### config.mk
export PLATFORM = sky130hd
export DESIGN_NAME = ascii_hex_frame_encoder_top
export DESIGN_NICKNAME = d
export VERILOG_FILES = /design/src/rtl/ahfe_pkg.sv /design/src/rtl/ahfe_front.sv /design/src/rtl/ahfe_queue.sv /design/src/rtl/ahfe_back.sv /design/src/rtl/ascii_hex_frame_encoder_top.sv
export SDC_FILE = /design/constraint.sdc
export NUM_CORES = 1
export LEC_CHECK = 0
export BUFFER_PORTS_ARGS = -buffer_cell sky130_fd_sc_hd__buf_2
export CAP_MARGIN = 25
export CORE_MARGIN = 2
export CORE_UTILIZATION = 50
export CTS_CLUSTER_DIAMETER = 40
export DETAILED_ROUTE_END_ITERATION = 10
export PLACE_DENSITY = 0.71
export SYNTH_ARGS = -nofsm -noshare
export SYNTH_HDL_FRONTEND = slang
export SYNTH_SLANG_ARGS = --single-unit
export TNS_END_PERCENT = 30
### constraint.sdc
create_clock -name clk -period 6.1 [get_ports clk]
set_input_delay 0.305 -clock clk [delete_from_list [all_inputs] [get_ports clk]]
set_output_delay 0.305 -clock clk [all_outputs]
set_load 0.02 [all_outputs]
### src/rtl/ahfe_pkg.sv
`default_nettype none

package ahfe_pkg;

  // Character codes of the frame.
  localparam logic [6:0] CHAR_SOF = 7'h7E;
  localparam logic [6:0] CHAR_CR  = 7'h0D;

  // Configuration register indexes.
  localparam logic [1:0] REG_VERSION = 2'd0;
  localparam logic [1:0] REG_ADDRESS = 2'd1;
  localparam logic [1:0] REG_CLASS   = 2'd2;

  // Character positions within one frame.
  localparam logic [4:0] STEP_SOF      = 5'd0;
  localparam logic [4:0] STEP_HDR_LAST = 5'd12;
  localparam logic [4:0] STEP_PB_HI    = 5'd13;
  localparam logic [4:0] STEP_PB_LO    = 5'd14;
  localparam logic [4:0] STEP_CHK_HI   = 5'd15;
  localparam logic [4:0] STEP_CHK_LO   = 5'd18;
  localparam logic [4:0] STEP_EOF      = 5'd19;

  // Reset value of the class code register.
  localparam logic [7:0] CLASS_RESET = 8'hD0;

  // Header bytes held by the configuration registers.
  typedef struct packed {
    logic [7:0] version;
    logic [7:0] address;
    logic [7:0] class_code;
  } cfg_t;

  // One classified item as it waits in the queue.
  typedef struct packed {
    logic        first;     // header goes out before this beat
    logic        has_byte;  // payload byte goes out
    logic        last;      // checksum and CR close the frame
    logic [7:0]  command;
    logic [15:0] len_word;
    logic [7:0]  pbyte;
  } entry_t;

  // Uppercase hex digit of a nibble.
  function automatic logic [6:0] hex_char(input logic [3:0] v);
    logic [6:0] c;
    if (v < 4'd10) c = 7'h30 + {3'b000, v};
    else           c = 7'h37 + {3'b000, v};
    return c;
  endfunction

endpackage

`default_nettype wire

### src/rtl/ahfe_front.sv
`default_nettype none

module ahfe_front import ahfe_pkg::*; #(
  parameter int MAX_INFO_BYTES = 2047
) (
  input  wire logic        clk,
  input  wire logic        rst_n,
  input  wire logic        acc,
  input  wire logic [7:0]  command,
  input  wire logic [10:0] info_length,
  input  wire logic [7:0]  payload_byte,
  output entry_t           entry
);

  localparam logic [10:0] MaxLen = 11'(MAX_INFO_BYTES);

  logic        in_frame_r, in_frame_nxt;
  logic [10:0] bytes_left_r, bytes_left_nxt;
  logic [10:0] len_sat;
  logic [11:0] lenid;
  logic [5:0]  nsum;
  logic [3:0]  check;
  logic [10:0] left;

  // Length word: twice the length under a negated nibble-sum check.
  assign len_sat = (info_length > MaxLen) ? MaxLen : info_length;
  assign lenid   = {len_sat, 1'b0};
  assign nsum    = {2'b00, lenid[3:0]} + {2'b00, lenid[7:4]} + {2'b00, lenid[11:8]};
  assign check   = 4'(6'd0 - nsum);

  // Classify the beat and track the position within the frame.
  always_comb begin
    entry.command  = command;
    entry.len_word = {check, lenid};
    entry.pbyte    = payload_byte;
    entry.first    = !in_frame_r;
    left           = 11'd0;
    if (!in_frame_r) begin
      if (len_sat == 11'd0) begin
        entry.has_byte = 1'b0;
      end else begin
        entry.has_byte = 1'b1;
        left           = len_sat - 11'd1;
      end
    end else begin
      entry.has_byte = 1'b1;
      left           = bytes_left_r - 11'd1;
    end
    entry.last     = (left == 11'd0);
    in_frame_nxt   = in_frame_r;
    bytes_left_nxt = bytes_left_r;
    if (acc) begin
      in_frame_nxt   = !entry.last;
      bytes_left_nxt = left;
    end
  end

  always_ff @(posedge clk) begin
    if (!rst_n) begin
      in_frame_r   <= 1'b0;
      bytes_left_r <= 11'd0;
    end else begin
      in_frame_r   <= in_frame_nxt;
      bytes_left_r <= bytes_left_nxt;
    end
  end

endmodule

`default_nettype wire

### src/rtl/ahfe_queue.sv
`default_nettype none

module ahfe_queue import ahfe_pkg::*; (
  input  wire logic   clk,
  input  wire logic   rst_n,
  input  wire logic   push,
  input  entry_t      push_data,
  output logic        full,
  input  wire logic   pop,
  output logic        not_empty,
  output entry_t      head
);

  entry_t     slot_r [2];
  logic       wr_ptr_r, wr_ptr_nxt;
  logic       rd_ptr_r, rd_ptr_nxt;
  logic [1:0] count_r, count_nxt;

  assign full      = (count_r == 2'd2);
  assign not_empty = (count_r != 2'd0);
  assign head      = slot_r[rd_ptr_r];

  // Pointer and occupancy update.
  always_comb begin
    wr_ptr_nxt = push ? !wr_ptr_r : wr_ptr_r;
    rd_ptr_nxt = pop ? !rd_ptr_r : rd_ptr_r;
    count_nxt  = count_r + {1'b0, push} - {1'b0, pop};
  end

  always_ff @(posedge clk) begin
    if (!rst_n) begin
      wr_ptr_r <= 1'b0;
      rd_ptr_r <= 1'b0;
      count_r  <= 2'd0;
    end else begin
      wr_ptr_r <= wr_ptr_nxt;
      rd_ptr_r <= rd_ptr_nxt;
      count_r  <= count_nxt;
    end
  end

  // Entry storage.
  always_ff @(posedge clk) begin
    if (push) begin
      slot_r[wr_ptr_r] <= push_data;
    end
  end

endmodule

`default_nettype wire

### src/rtl/ahfe_back.sv
`default_nettype none

module ahfe_back import ahfe_pkg::*; (
  input  wire logic        clk,
  input  wire logic        rst_n,
  input  cfg_t             cfg,
  input  wire logic        q_valid,
  input  entry_t           q_head,
  output logic             q_pop,
  output logic             out_valid,
  input  wire logic        out_ready,
  output logic [6:0]       out_char,
  output logic             out_eof
);

  logic        active_r, active_nxt;
  logic [4:0]  step_r, step_nxt;
  logic [15:0] sum_r, sum_nxt;
  logic        ovalid_r, ovalid_nxt;
  logic [6:0]  ochar_r;
  logic        oeof_r;
  logic [4:0]  cur;
  logic [3:0]  hidx;
  logic [1:0]  tsel;
  logic [7:0]  hbyte;
  logic [15:0] chk;
  logic [3:0]  nib;
  logic [6:0]  ch;
  logic        eof;
  logic        emit;
  logic        done;

  assign out_valid = ovalid_r;
  assign out_char  = ochar_r;
  assign out_eof   = oeof_r;

  // Position of the next character of the head entry.
  assign cur  = active_r ? step_r : (q_head.first ? STEP_SOF : STEP_PB_HI);
  assign emit = q_valid && (!ovalid_r || out_ready);
  assign hidx = 4'(cur - 5'd1);
  assign tsel = 2'(cur - STEP_CHK_HI);
  assign chk  = 16'h0000 - sum_r;

  // Header byte selected by the position.
  always_comb begin
    unique case (hidx[3:1])
      3'd0:    hbyte = cfg.version;
      3'd1:    hbyte = cfg.address;
      3'd2:    hbyte = cfg.class_code;
      3'd3:    hbyte = q_head.command;
      3'd4:    hbyte = q_head.len_word[15:8];
      3'd5:    hbyte = q_head.len_word[7:0];
      default: hbyte = 8'h00;
    endcase
  end

  // Character at the current position and the running sum.
  always_comb begin
    eof     = 1'b0;
    sum_nxt = sum_r;
    nib     = 4'h0;
    priority if (cur == STEP_SOF) begin
      ch = CHAR_SOF;
    end else if (cur <= STEP_HDR_LAST) begin
      nib = hidx[0] ? hbyte[3:0] : hbyte[7:4];
      ch  = hex_char(nib);
    end else if (cur <= STEP_PB_LO) begin
      nib = (cur == STEP_PB_LO) ? q_head.pbyte[3:0] : q_head.pbyte[7:4];
      ch  = hex_char(nib);
    end else if (cur <= STEP_CHK_LO) begin
      unique case (tsel)
        2'd0: nib = chk[15:12];
        2'd1: nib = chk[11:8];
        2'd2: nib = chk[7:4];
        2'd3: nib = chk[3:0];
      endcase
      ch = hex_char(nib);
    end else begin
      ch  = CHAR_CR;
      eof = 1'b1;
    end
    if (cur == STEP_SOF) begin
      sum_nxt = 16'h0000;
    end else if (cur <= STEP_PB_LO) begin
      sum_nxt = sum_r + {9'd0, ch};
    end
  end

  // Sequencing through the positions of one entry.
  always_comb begin
    done     = 1'b0;
    step_nxt = cur + 5'd1;
    if (cur == STEP_HDR_LAST && !q_head.has_byte) begin
      step_nxt = STEP_CHK_HI;
    end else if (cur == STEP_PB_LO && !q_head.last) begin
      done = 1'b1;
    end else if (cur == STEP_EOF) begin
      done = 1'b1;
    end
    q_pop      = emit && done;
    active_nxt = active_r;
    if (emit) begin
      active_nxt = !done;
    end
    ovalid_nxt = emit || (ovalid_r && !out_ready);
  end

  always_ff @(posedge clk) begin
    if (!rst_n) begin
      active_r <= 1'b0;
      ovalid_r <= 1'b0;
    end else begin
      active_r <= active_nxt;
      ovalid_r <= ovalid_nxt;
    end
  end

  // Position, sum and output beat.
  always_ff @(posedge clk) begin
    if (emit) begin
      step_r  <= step_nxt;
      sum_r   <= sum_nxt;
      ochar_r <= ch;
      oeof_r  <= eof;
    end
  end

endmodule

`default_nettype wire

### src/rtl/ascii_hex_frame_encoder_top.sv
`default_nettype none

// ASCII-hex frame encoder. The first input beat of a frame carries the command and
// payload length; the block sends '~', then version, address, class code,
// command and the checked length word as uppercase hex, then two hex characters
// per payload byte, then the four-digit negated character sum and CR, which is
// flagged with out_end_of_frame. One character leaves per cycle, unless stalled,
// through a single output register, so a payload beat yields two characters, the
// first beat of a frame fifteen (thirteen for a zero-length frame) and the closing
// beat five more for the trailer. A two-entry queue between input classification
// and the character sequencer lets input beats in while characters still drain.
// Configuration writes are always taken and must happen while the block is idle.
module ascii_hex_frame_encoder_top import ahfe_pkg::*; #(
  parameter int MAX_INFO_BYTES = 2047
) (
  input  wire logic        clk,
  input  wire logic        rst_n,
  input  wire logic        cfg_valid,
  output logic             cfg_ready,
  input  wire logic [1:0]  cfg_index,
  input  wire logic [7:0]  cfg_data,
  input  wire logic        in_valid,
  output logic             in_ready,
  input  wire logic [7:0]  in_command,
  input  wire logic [10:0] in_info_length,
  input  wire logic [7:0]  in_payload_byte,
  output logic             out_valid,
  input  wire logic        out_ready,
  output logic [6:0]       out_char,
  output logic             out_end_of_frame
);

  cfg_t   cfg_r;
  entry_t entry;
  entry_t head;
  logic   q_full;
  logic   q_valid;
  logic   q_pop;
  logic   in_acc;

  assign cfg_ready = 1'b1;
  assign in_ready  = !q_full;
  assign in_acc    = in_valid && !q_full;

  // Configuration registers.
  always_ff @(posedge clk) begin
    if (!rst_n) begin
      cfg_r.version    <= 8'h00;
      cfg_r.address    <= 8'h00;
      cfg_r.class_code <= CLASS_RESET;
    end else if (cfg_valid) begin
      unique case (cfg_index)
        REG_VERSION: cfg_r.version    <= cfg_data;
        REG_ADDRESS: cfg_r.address    <= cfg_data;
        REG_CLASS:   cfg_r.class_code <= cfg_data;
        default:     ;
      endcase
    end
  end

  ahfe_front #(
    .MAX_INFO_BYTES(MAX_INFO_BYTES)
  ) u_front (
    .clk          (clk),
    .rst_n        (rst_n),
    .acc          (in_acc),
    .command      (in_command),
    .info_length  (in_info_length),
    .payload_byte (in_payload_byte),
    .entry        (entry)
  );

  ahfe_queue u_queue (
    .clk       (clk),
    .rst_n     (rst_n),
    .push      (in_acc),
    .push_data (entry),
    .full      (q_full),
    .pop       (q_pop),
    .not_empty (q_valid),
    .head      (head)
  );

  ahfe_back u_back (
    .clk       (clk),
    .rst_n     (rst_n),
    .cfg       (cfg_r),
    .q_valid   (q_valid),
    .q_head    (head),
    .q_pop     (q_pop),
    .out_valid (out_valid),
    .out_ready (out_ready),
    .out_char  (out_char),
    .out_eof   (out_end_of_frame)
  );

endmodule

`default_nettype wire

==> results of run 1 <==
[state kept, by name, summed over array words and instances, names as in the netlist, 2 cells and up, named ones only]
name and cells:
u_queue.count_r 2, u_back.out_char 7, u_front.bytes_left_r 11, u_back.sum_r 16, u_queue.slot_r 68, u_back.step_r 5
cfg_r 24
[metal layers]
layer / track usage, % / routed length (µm)
met5: 0 / 0
met4: 6.78 / 296
met3: 4.74 / 1290
met2: 36.4 / 8640
met1: 30.1 / 7470
[repair_timing]
action / 4_1_cts / 5_1_grt
setup endpoints to repair: 0 / 5
hold buffers: 0 / 0
gates resized for setup: 0 / 2
[cell usage after synthesis, types with 6 or more instances]
cell type	instances	share of area [%]
edfxtp_1	97	37
nor2_1	71	3.4
nand2_1	47	2.3
mux2i_1	44	5.7
dfxtp_1	43	11
inv_1	38	1.8
a21oi_1	33	2.1
o21ai_0	31	2.0
clkbuf_1	26	1.3
ha_1	25	4.0
xnor2_1	24	2.7
nor3_1	19	1.2
xor2_1	18	2.0
nand2b_1	13	1.0
mux4_2	10	2.9
a211oi_1	9	0.87
buf_2	9	0.58
nand3_1	9	0.58
or2_2	9	0.72
or4_1	9	0.87
nor4_1	8	0.64
o31ai_1	8	0.77
or3_1	8	0.64
nor2b_1	7	0.56
o22ai_1	6	0.48
[final cells by class]
| type | count | share of cell area [%] |
|---|---|---|
| inverter | 41 | 1.75 |
| clock buffer | 19 | 4.92 |
| sequential | 140 | 42.9 |
| tap | 188 | 2.67 |
| timing repair buffer | 64 | 4.38 |
| multi-input combinational | 502 | 41.2 |
| clock inverter | 12 | 2.22 |
[how the worst min path moves through the flow]
stage / cells past startpoint / to / from / slack (ps)
5_1_grt: 1 / u_queue.slot_r[0][7]$_DFFE_PP_ / in_payload_byte[7] / 60
6_report: 1 / u_queue.slot_r[0][7]$_DFFE_PP_ / in_payload_byte[7] / 70
3_5_place_dp: 2 / u_front.bytes_left_r[3]$_SDFFE_PN0P_ / u_front.bytes_left_r[3]$_SDFFE_PN0P_ / 470
2_1_floorplan: 1 / cfg_r[4]$_SDFFE_PN1P_ / rst_n / 370
3_3_place_gp: 2 / u_front.bytes_left_r[10]$_SDFFE_PN0P_ / u_front.bytes_left_r[10]$_SDFFE_PN0P_ / 460
4_1_cts: 1 / u_queue.slot_r[0][7]$_DFFE_PP_ / in_payload_byte[7] / 50
[cells by family after synthesis]
kind of cell             synth area share, %
AO/OA/AOI/OAI                           12.0
XOR/XNOR                                4.74
adder cells (fa/ha/maj)                 5.06
buffers and inverters                   4.78
flip-flops                              48.6
multiplexers                            9.36
other                                 0.0483
AND/OR/NAND/NOR                         15.5
[where the power goes]
part | switching [mW] | internal (mW)
Combinational | 0.635 | 0.442
Clock | 0.389 | 0.720
Sequential | 0.127 | 1.20
==> flow_summary.json, run 1 <==
{
  "ys_types": 77,
  "htree_levels": 4,
  "synth_fp_nets": 799,
  "clkSinkCount": 140,
  "start_kind": "flop",
  "cts_buffers": 17,
  "ir_drop_mv": 0.201,
  "core_um2": 15200,
  "slew_violations": 0,
  "fmax_ghz": 0.179,
  "setup_tns_ps": 0,
  "fin_crit_ps": 5600,
  "final_cell_count_no_fill": 966,
  "overflow": 0,
  "clk_latency_ps": 430,
  "drive_gt1_share_pct": 17.0,
  "postCtsSetupRepairBufs": 0,
  "power_mw": 3.51,
  "multiInputGateArea_um2": 3630,
  "drt_iter0_markers": 442,
  "synthCells": 728,
  "cp.required_ps": 6250,
  "synth_flop_cell": "edfxtp_1",
  "hold_ws_ps": 69.5,
  "grt_pass1_wl_mm": 28.6,
  "worst_ep_arrival_time_ps": 5750,
  "maxCapViolCount": 0,
  "hold_violations": 0,
  "core.rowCount": 45,
  "cp.depth": 20,
  "syn-cell-area_um2": 7770,
  "design_area_um2": 8800,
  "n_antenna_cell": 0,
  "async_reset_ff_share_pct": 0,
  "crit_slowest_cell": "edfxtp_1",
  "clock_skew_ps": 9.02,
  "antenna_found_initial": 0,
  "fill_cells": 1253,
  "die_area_um2": 16500,
  "grt_max_degree": 35,
  "start_util_pct": 51.1,
  "rsz0062_at_grt": "false",
  "setup_violations": 0,
  "drc_errors": 0,
  "r2r-start": "u_back.step_r[0]$_SDFFCE_PP1P_",
  "ant_nets": 0,
  "num_vias": 5833,
  "path_cells": "mux2i_2, inv_1, ha_1, buf_12, mux4_2, nor2b_1, o311ai_2, ha_1, inv_1, or3_2, nand4_1, ha_1, a21o_1, a21oi_1, o21bai_1, a21o_1, a21oi_1, nand4b_1, xor2_1, nor2_1",
  "yosysSeqAreaShare_pct": 48.6,
  "firstDrtPassIters": 7,
  "grtUsageTotal_pct": 22.3,
  "cts_max_path_buffers": 2,
  "final_cell_mix": "edfxtp_1, nor2_1, buf_2",
  "ios": 53,
  "root_buffer": "clkbuf_16",
  "critPathMostFrequentCell": "ha_1",
  "outcome": "finished clean",
  "fin_util_pct": 57.9,
  "synth.ff_latch_count": 140,
  "cts_tree": "yes",
  "p_per_area_nw_per_um2": 399,
  "critPathTopFamily": "compound AO/OA/AOI/OAI gates",
  "cp-endpoint": "u_back.sum_r[10]$_SDFFCE_PN0P_",
  "layout.area.seq_um2": 3770,
  "ys_warn_count": 0,
  "hp-class": "primary input to flop",
  "fp.dieH_um": 129,
  "grt_pass1_vias": 5575,
  "p_leak_nw": 3.35,
  "criticalPathCategory": "flop to flop",
  "clk_pin_slew_worst_paths_ps": 60,
  "crit_buf_inv": 3,
  "finalCritPeriodShare_pct": 91.8,
  "gp_congestion": 0.931,
  "nets": 837,
  "cp-end-kind": "flop",
  "slew_headroom_pct": 48.0,
  "r2r_cells": 20,
  "routed_via_density": 6.04,
  "startpoint": "u_back.step_r[0]$_SDFFCE_PP1P_",
  "cpPeakStageDelay_ps": 540,
  "placed_area_um2": 8170,
  "place_ws_ps": 415,
  "r2r_end": "u_back.sum_r[10]$_SDFFCE_PN0P_",
  "io_buffers": 51,
  "wl_mm": 17.7,
  "avgSynthCellArea_um2": 10.7,
  "r2r_slack_ps": 500,
  "dp_hpwl_mm": 12.6,
  "syn_to_final_growth_pct": 13.4,
  "final_common_cell": "edfxtp_1",
  "wl_per_cell_um": 18.3,
  "fin_ws_ps": 502,
  "synth_edf_count": 97,
  "place_inst": 935,
  "tightestPinTransition_ps": 772,
  "die_w_um": 129,
  "path_max_fanout": 31
}
Power figures use the tool's default switching activity.
==> inputs of run 2 (changes only) <==
Settings changed: CORE_ASPECT_RATIO set to 1.5.
Clock period 6.1 ns to 7.1 ns, I/O delays scaled along.
==> run 2 against run 1 <==
Effect of this change:
- final cell count increased by 0.83%
- register-to-register slack improved by 290 ps
- first-iteration DRC count decreased by 17%
- setup slack improved by 290 ps
- clock skew increased by 1.2 ps
- routed wire length up 3.0%
- total power shrank 16%
- cell area shrank 0.65%
- sequential cell count is the same
==> flow_summary.json, run 2 (same netlist as run 1, synthesis figures left out) <==
{
  "die_w_um": 106,
  "nets": 833,
  "wl_mm": 18.2,
  "hold_start": "in_command[2]",
  "top_regs": "u_queue.slot_r x68, cfg_r x24, u_back.sum_r x16",
  "tightestPinTransition_ps": 957,
  "routed_via_density": 5.83,
  "clkSinkCount": 140,
  "n_antenna_cell": 0,
  "hold_violations": 0,
  "drt_iter0_markers": 367,
  "regMostFlops": "u_queue.slot_r",
  "postCtsSetupRepairBufs": 0,
  "grt_pass1_wl_mm": 29.6,
  "clock_skew_ps": 10.2,
  "ios": 53,
  "ant_nets": 0,
  "htree_levels": 4,
  "slew_headroom_pct": 35.7,
  "r2r-start": "u_back.active_r$_SDFFE_PN0P_",
  "root_buffer": "clkbuf_16",
  "p_leak_nw": 3.31,
  "startpoint": "u_back.active_r$_SDFFE_PN0P_",
  "die_area_um2": 16600,
  "maxCapViolCount": 0,
  "multiInputGateArea_um2": 3620,
  "fin_crit_ps": 6310,
  "dp_hpwl_mm": 13.7,
  "setup_tns_ps": 0,
  "fin_ws_ps": 791,
  "grt_pass1_vias": 5970,
  "fill_cells": 1278,
  "firstDrtPassIters": 5,
  "sw_frac_of_total_pct": 35.5,
  "cts_hold_buffers": 0,
  "cts_buffers": 17,
  "power_frac_seq_pct": 38.6,
  "core.rowCount": 55,
  "switching_power_mw": 1.05,
  "clockPowerShare_pct": 30.3,
  "num_vias": 5674,
  "place_ws_ps": 900,
  "cts_tree": "yes",
  "cts_resized": 0,
  "p_int_mw": 1.90,
  "hp-class": "primary input to flop",
  "clk_latency_ps": 430,
  "rsz0062_at_grt": "false",
  "placed_area_um2": 8140,
  "final_cell_mix": "edfxtp_1, nor2_1, buf_2",
  "path_max_fanout": 14,
  "layout.area.seq_um2": 3770,
  "fmax_ghz": 0.159,
  "cp.required_ps": 7250,
  "cp-end-kind": "flop",
  "drive_gt1_share_pct": 17.0,
  "r2r_slack_ps": 790,
  "finalCritPeriodShare_pct": 88.9,
  "setup_violations": 0,
  "overflow": 0,
  "fp.dieH_um": 157,
  "core_um2": 15100,
  "slew_violations": 0,
  "min_to": "u_queue.slot_r[1][25]$_DFFE_PP_",
  "wl_per_cell_um": 18.7,
  "worst_ep_arrival_time_ps": 6460,
  "min_delay_path_depth": 1,
  "io_buffers": 51,
  "criticalPathCategory": "flop to flop",
  "cts_max_path_buffers": 2,
  "p_per_area_nw_per_um2": 337,
  "design_area_um2": 8750,
  "r2r_end": "u_back.sum_r[11]$_SDFFCE_PN0P_",
  "ir_drop_mv": 0.183,
  "grtUsageTotal_pct": 23.2,
  "antenna_found_initial": 0,
  "final_common_cell": "edfxtp_1",
  "r2r_cells": 23,
  "clk_pin_slew_worst_paths_ps": 70,
  "gp_congestion": 0.918,
  "start_kind": "flop",
  "grt_max_degree": 35,
  "start_util_pct": 51.3,
  "drc_errors": 0,
  "p_comb_share_pct": 31.1,
  "outcome": "finished clean",
  "largest_register_ffs": 68,
  "syn_to_final_growth_pct": 12.6
}
[run 2: cell count changes in the layout (fill, tap and decap cells not counted), moves of 2 or more]
cell	previous run	this run
clkbuf_1	2	0
clkinv_1	4	2
inv_8	0	3
bufinv_16	5	1
clkinv_8	0	3
inv_6	1	4
buf_4	11	8
[run 2: final cells by class]
type	count	area share, %
Tap cell	199	2.85
Clock inverter	15	2.03
Inverter	41	1.76
Multi-Input combinational cell	502	41.4
Timing Repair Buffer	60	3.92
Sequential cell	140	43.1
Clock buffer	17	4.86
[run 2: metal layers]
metal,track usage [%],routed length [µm],part of all wire (%)
met5,0,0,0
met4,12.4,754,4.1
met3,4.25,512,2.8
met2,45.5,10400,57
met1,22.6,6550,36
[run 2: worst max-delay path by stage]
stage / to / slack (ps) / depth (start not counted)
6_report: u_back.sum_r[11]$_SDFFCE_PN0P_ / 790 / 23
3_3_place_gp: u_back.sum_r[13]$_SDFFCE_PN0P_ / 1230 / 23
5_1_grt: u_back.sum_r[9]$_SDFFCE_PN0P_ / 180 / 23
2_1_floorplan: u_back.sum_r[11]$_SDFFCE_PN0P_ / 1650 / 25
3_5_place_dp: u_back.sum_r[7]$_SDFFCE_PN0P_ / 900 / 23
4_1_cts: u_back.sum_r[7]$_SDFFCE_PN0P_ / 870 / 23
[run 2: power groups by stage]
| stage | clock network (mW) | registers, mW | logic, mW |
|---|---|---|---|
| 3_3_place_gp | 0 | 1.15 | 0.875 |
| 3_5_place_dp | 0 | 1.15 | 0.917 |
| 6_report | 0.894 | 1.14 | 0.917 |
| 4_1_cts | 0.904 | 1.13 | 0.918 |
| 2_1_floorplan | 0 | 1.11 | 0.709 |
| 5_1_grt | 0.939 | 1.15 | 1.02 |
[run 2: worst max-delay path, stage by stage (launching register included)]
cell      delay (ps)
dfxtp_1          350
clkinv_1         250
mux2i_2          600
ha_1             550
inv_1            130
o21ai_0          270
o22ai_1          240
or2_2            350
a22o_1           190
a31oi_1          270
inv_1             80
ha_1             280
inv_1             50
o21ai_0           80
o21ai_0          420
ha_1             330
a21o_1           160
a21oi_1          220
o21bai_1         110
a21oi_1          220
o21bai_1          90
a21oi_1          530
or3_1            210
a21oi_1           60
[run 2: stage by stage]
| stage | hold slack, ps | utilization, % | cells | power (mW) |
|---|---|---|---|---|
| 3_5_place_dp | 471 | 53.8 | 942 | 2.07 |
| 3_3_place_gp | 457 | 53.6 | 941 | 2.02 |
| 5_1_grt | 95.6 | 57.8 | 974 | 3.11 |
| 2_1_floorplan | 417 | - | 728 | 1.82 |
| 4_1_cts | 94.1 | 57.8 | 974 | 2.96 |
| 6_report | 109 | 57.8 | 974 | 2.95 |
==> inputs of run 3 (changes only) <==
Settings changed: CORE_UTILIZATION 50 to 40, PLACE_DENSITY 0.71 to 0.6.
==> run 3 against run 2 <==
Effect of this change:
- sequential power about the same
- die area up 24%
- critical path depth up 1
- setup slack improved by 210 ps
- final cell count grew 6.2%
- fmax is 3.4% higher
- largest cell class unchanged
- clock power fell by 2%
- largest power group unchanged
- utilization shrank 12 points
- sequential cell count is the same
- highest routed layer unchanged
- hold slack improved by 5.5 ps
- cell area increased by 0.70%
==> flow_summary.json, run 3 (same netlist as run 1, synthesis figures left out) <==
{
  "hold_start": "in_command[3]",
  "wl_mm": 18.6,
  "rsz0062_at_grt": "false",
  "n_antenna_cell": 0,
  "clk_latency_ps": 430,
  "cts_buffers": 17,
  "cts_resized": 0,
  "setup_violations": 0,
  "finalCritPeriodShare_pct": 85.9,
  "hold_violations": 0,
  "grt_max_degree": 35,
  "design_area_um2": 8810,
  "start_util_pct": 40.7,
  "cp.depth": 24,
  "largest_register_ffs": 68,
  "final_cell_count_no_fill": 1034,
  "p_leak_nw": 3.30,
  "r2r_end": "u_back.sum_r[11]$_SDFFCE_PN0P_",
  "cts_tree": "yes",
  "firstDrtPassIters": 4,
  "ant_nets": 0,
  "clk_pin_slew_worst_paths_ps": 70,
  "overflow": 0,
  "cpPeakStageDelay_ps": 500,
  "cts_max_path_buffers": 2,
  "r2r-start": "u_back.active_r$_SDFFE_PN0P_",
  "routed_via_density": 5.41,
  "core.rowCount": 62,
  "grt_pass1_vias": 5728,
  "fmax_ghz": 0.164,
  "gp_congestion": 0.892,
  "crit_buf_inv": 5,
  "power_mw": 2.93,
  "outcome": "finished clean",
  "tightestPinTransition_ps": 689,
  "critPathTopFamily": "compound AO/OA/AOI/OAI gates",
  "min_delay_path_depth": 1,
  "hold_ws_ps": 115,
  "critPathMostFrequentCell": "a21oi_1",
  "ir_drop_mv": 0.154,
  "nets": 836,
  "min_to": "u_queue.slot_r[1][26]$_DFFE_PP_",
  "r2r_cells": 24,
  "postCtsSetupRepairBufs": 0,
  "start_kind": "flop",
  "grt_pass1_wl_mm": 29.8,
  "clkSinkCount": 140,
  "grtUsageTotal_pct": 18.5,
  "path_max_fanout": 14,
  "antenna_found_initial": 0,
  "drive_gt1_share_pct": 17.5,
  "place_ws_ps": 1100,
  "placed_area_um2": 8210,
  "io_buffers": 51,
  "criticalPathCategory": "flop to flop",
  "root_buffer": "clkbuf_16",
  "die_area_um2": 20600,
  "maxCapViolCount": 0,
  "cp-end-kind": "flop",
  "cts_hold_buffers": 0,
  "p_per_area_nw_per_um2": 333,
  "r2r_slack_ps": 1000,
  "cp.required_ps": 7240,
  "regMostFlops": "u_queue.slot_r",
  "drc_errors": 0,
  "slew_headroom_pct": 53.9,
  "place_inst": 1001,
  "top_regs": "u_queue.slot_r x68, cfg_r x24, u_back.sum_r x16",
  "die_w_um": 118,
  "fp.dieH_um": 175,
  "fill_cells": 1825,
  "hp-class": "primary input to flop",
  "num_vias": 5591,
  "fin_crit_ps": 6100,
  "ios": 53,
  "fin_util_pct": 46.2,
  "drt_iter0_markers": 351,
  "clock_skew_ps": 10.6,
  "final_cell_mix": "edfxtp_1, nor2_1, buf_2",
  "fin_ws_ps": 1000,
  "path_cells": "clkinv_1, mux2i_2, buf_4, ha_1, inv_1, o21ai_0, o22ai_1, or2_2, a22o_1, a31oi_1, inv_1, ha_1, inv_1, o21ai_0, o21ai_0, ha_1, a21o_1, a21oi_1, o21bai_1, a21oi_1, o21bai_1, a21oi_1, or3_1, a21oi_1",
  "wl_per_cell_um": 18.0,
  "core_um2": 19100,
  "crit_slowest_cell": "a21oi_1",
  "htree_levels": 4,
  "worst_ep_arrival_time_ps": 6240,
  "final_common_cell": "edfxtp_1",
  "setup_tns_ps": 0,
  "syn_to_final_growth_pct": 13.4,
  "dp_hpwl_mm": 14.0,
  "slew_violations": 0
}
## run 3: cell count changes in the layout (fill, tap and decap cells not counted), sizes merged
cell and delta:
buf +3, clkinv -3, clkinvlp +3
## run 3: worst max-delay path by stage
stage                                          end  slack (ps)                    startpoint
detailed placement   u_back.sum_r[9]$_SDFFCE_PN0P_        1100                          flop
finish              u_back.sum_r[11]$_SDFFCE_PN0P_        1000  u_back.active_r$_SDFFE_PN0P_
global placement    u_back.sum_r[13]$_SDFFCE_PN0P_        1250  u_back.active_r$_SDFFE_PN0P_
global route         u_back.sum_r[9]$_SDFFCE_PN0P_         450  u_back.active_r$_SDFFE_PN0P_
CTS                 u_back.sum_r[11]$_SDFFCE_PN0P_        1020  u_back.active_r$_SDFFE_PN0P_
floorplan           u_back.sum_r[11]$_SDFFCE_PN0P_        1650  u_back.active_r$_SDFFE_PN0P_
## run 3: per-layer routing
metal,share of wire (%),GRT usage [%]
met5,0,0
met2,57,35.9
met1,38,19.7
met3,2.2,2.94
met4,2.2,7.33
## run 3: layout make-up
cell class                      count  area [µm²]  area share (%)
Inverter                           41         154            1.75
Clock inverter                     15         159            1.80
Tap cell                          256         320            3.64
Multi-Input combinational cell    502        3630            41.2
Timing Repair Buffer               63         347            3.93
Sequential cell                   140        3770            42.8
Clock buffer                       17         425            4.83
## run 3: power breakdown
group | internal, mW | total (mW) | switching (mW)
Combinational | 0.374 | 0.912 | 0.538
Clock | 0.495 | 0.876 | 0.382
Sequential | 1.03 | 1.14 | 0.112
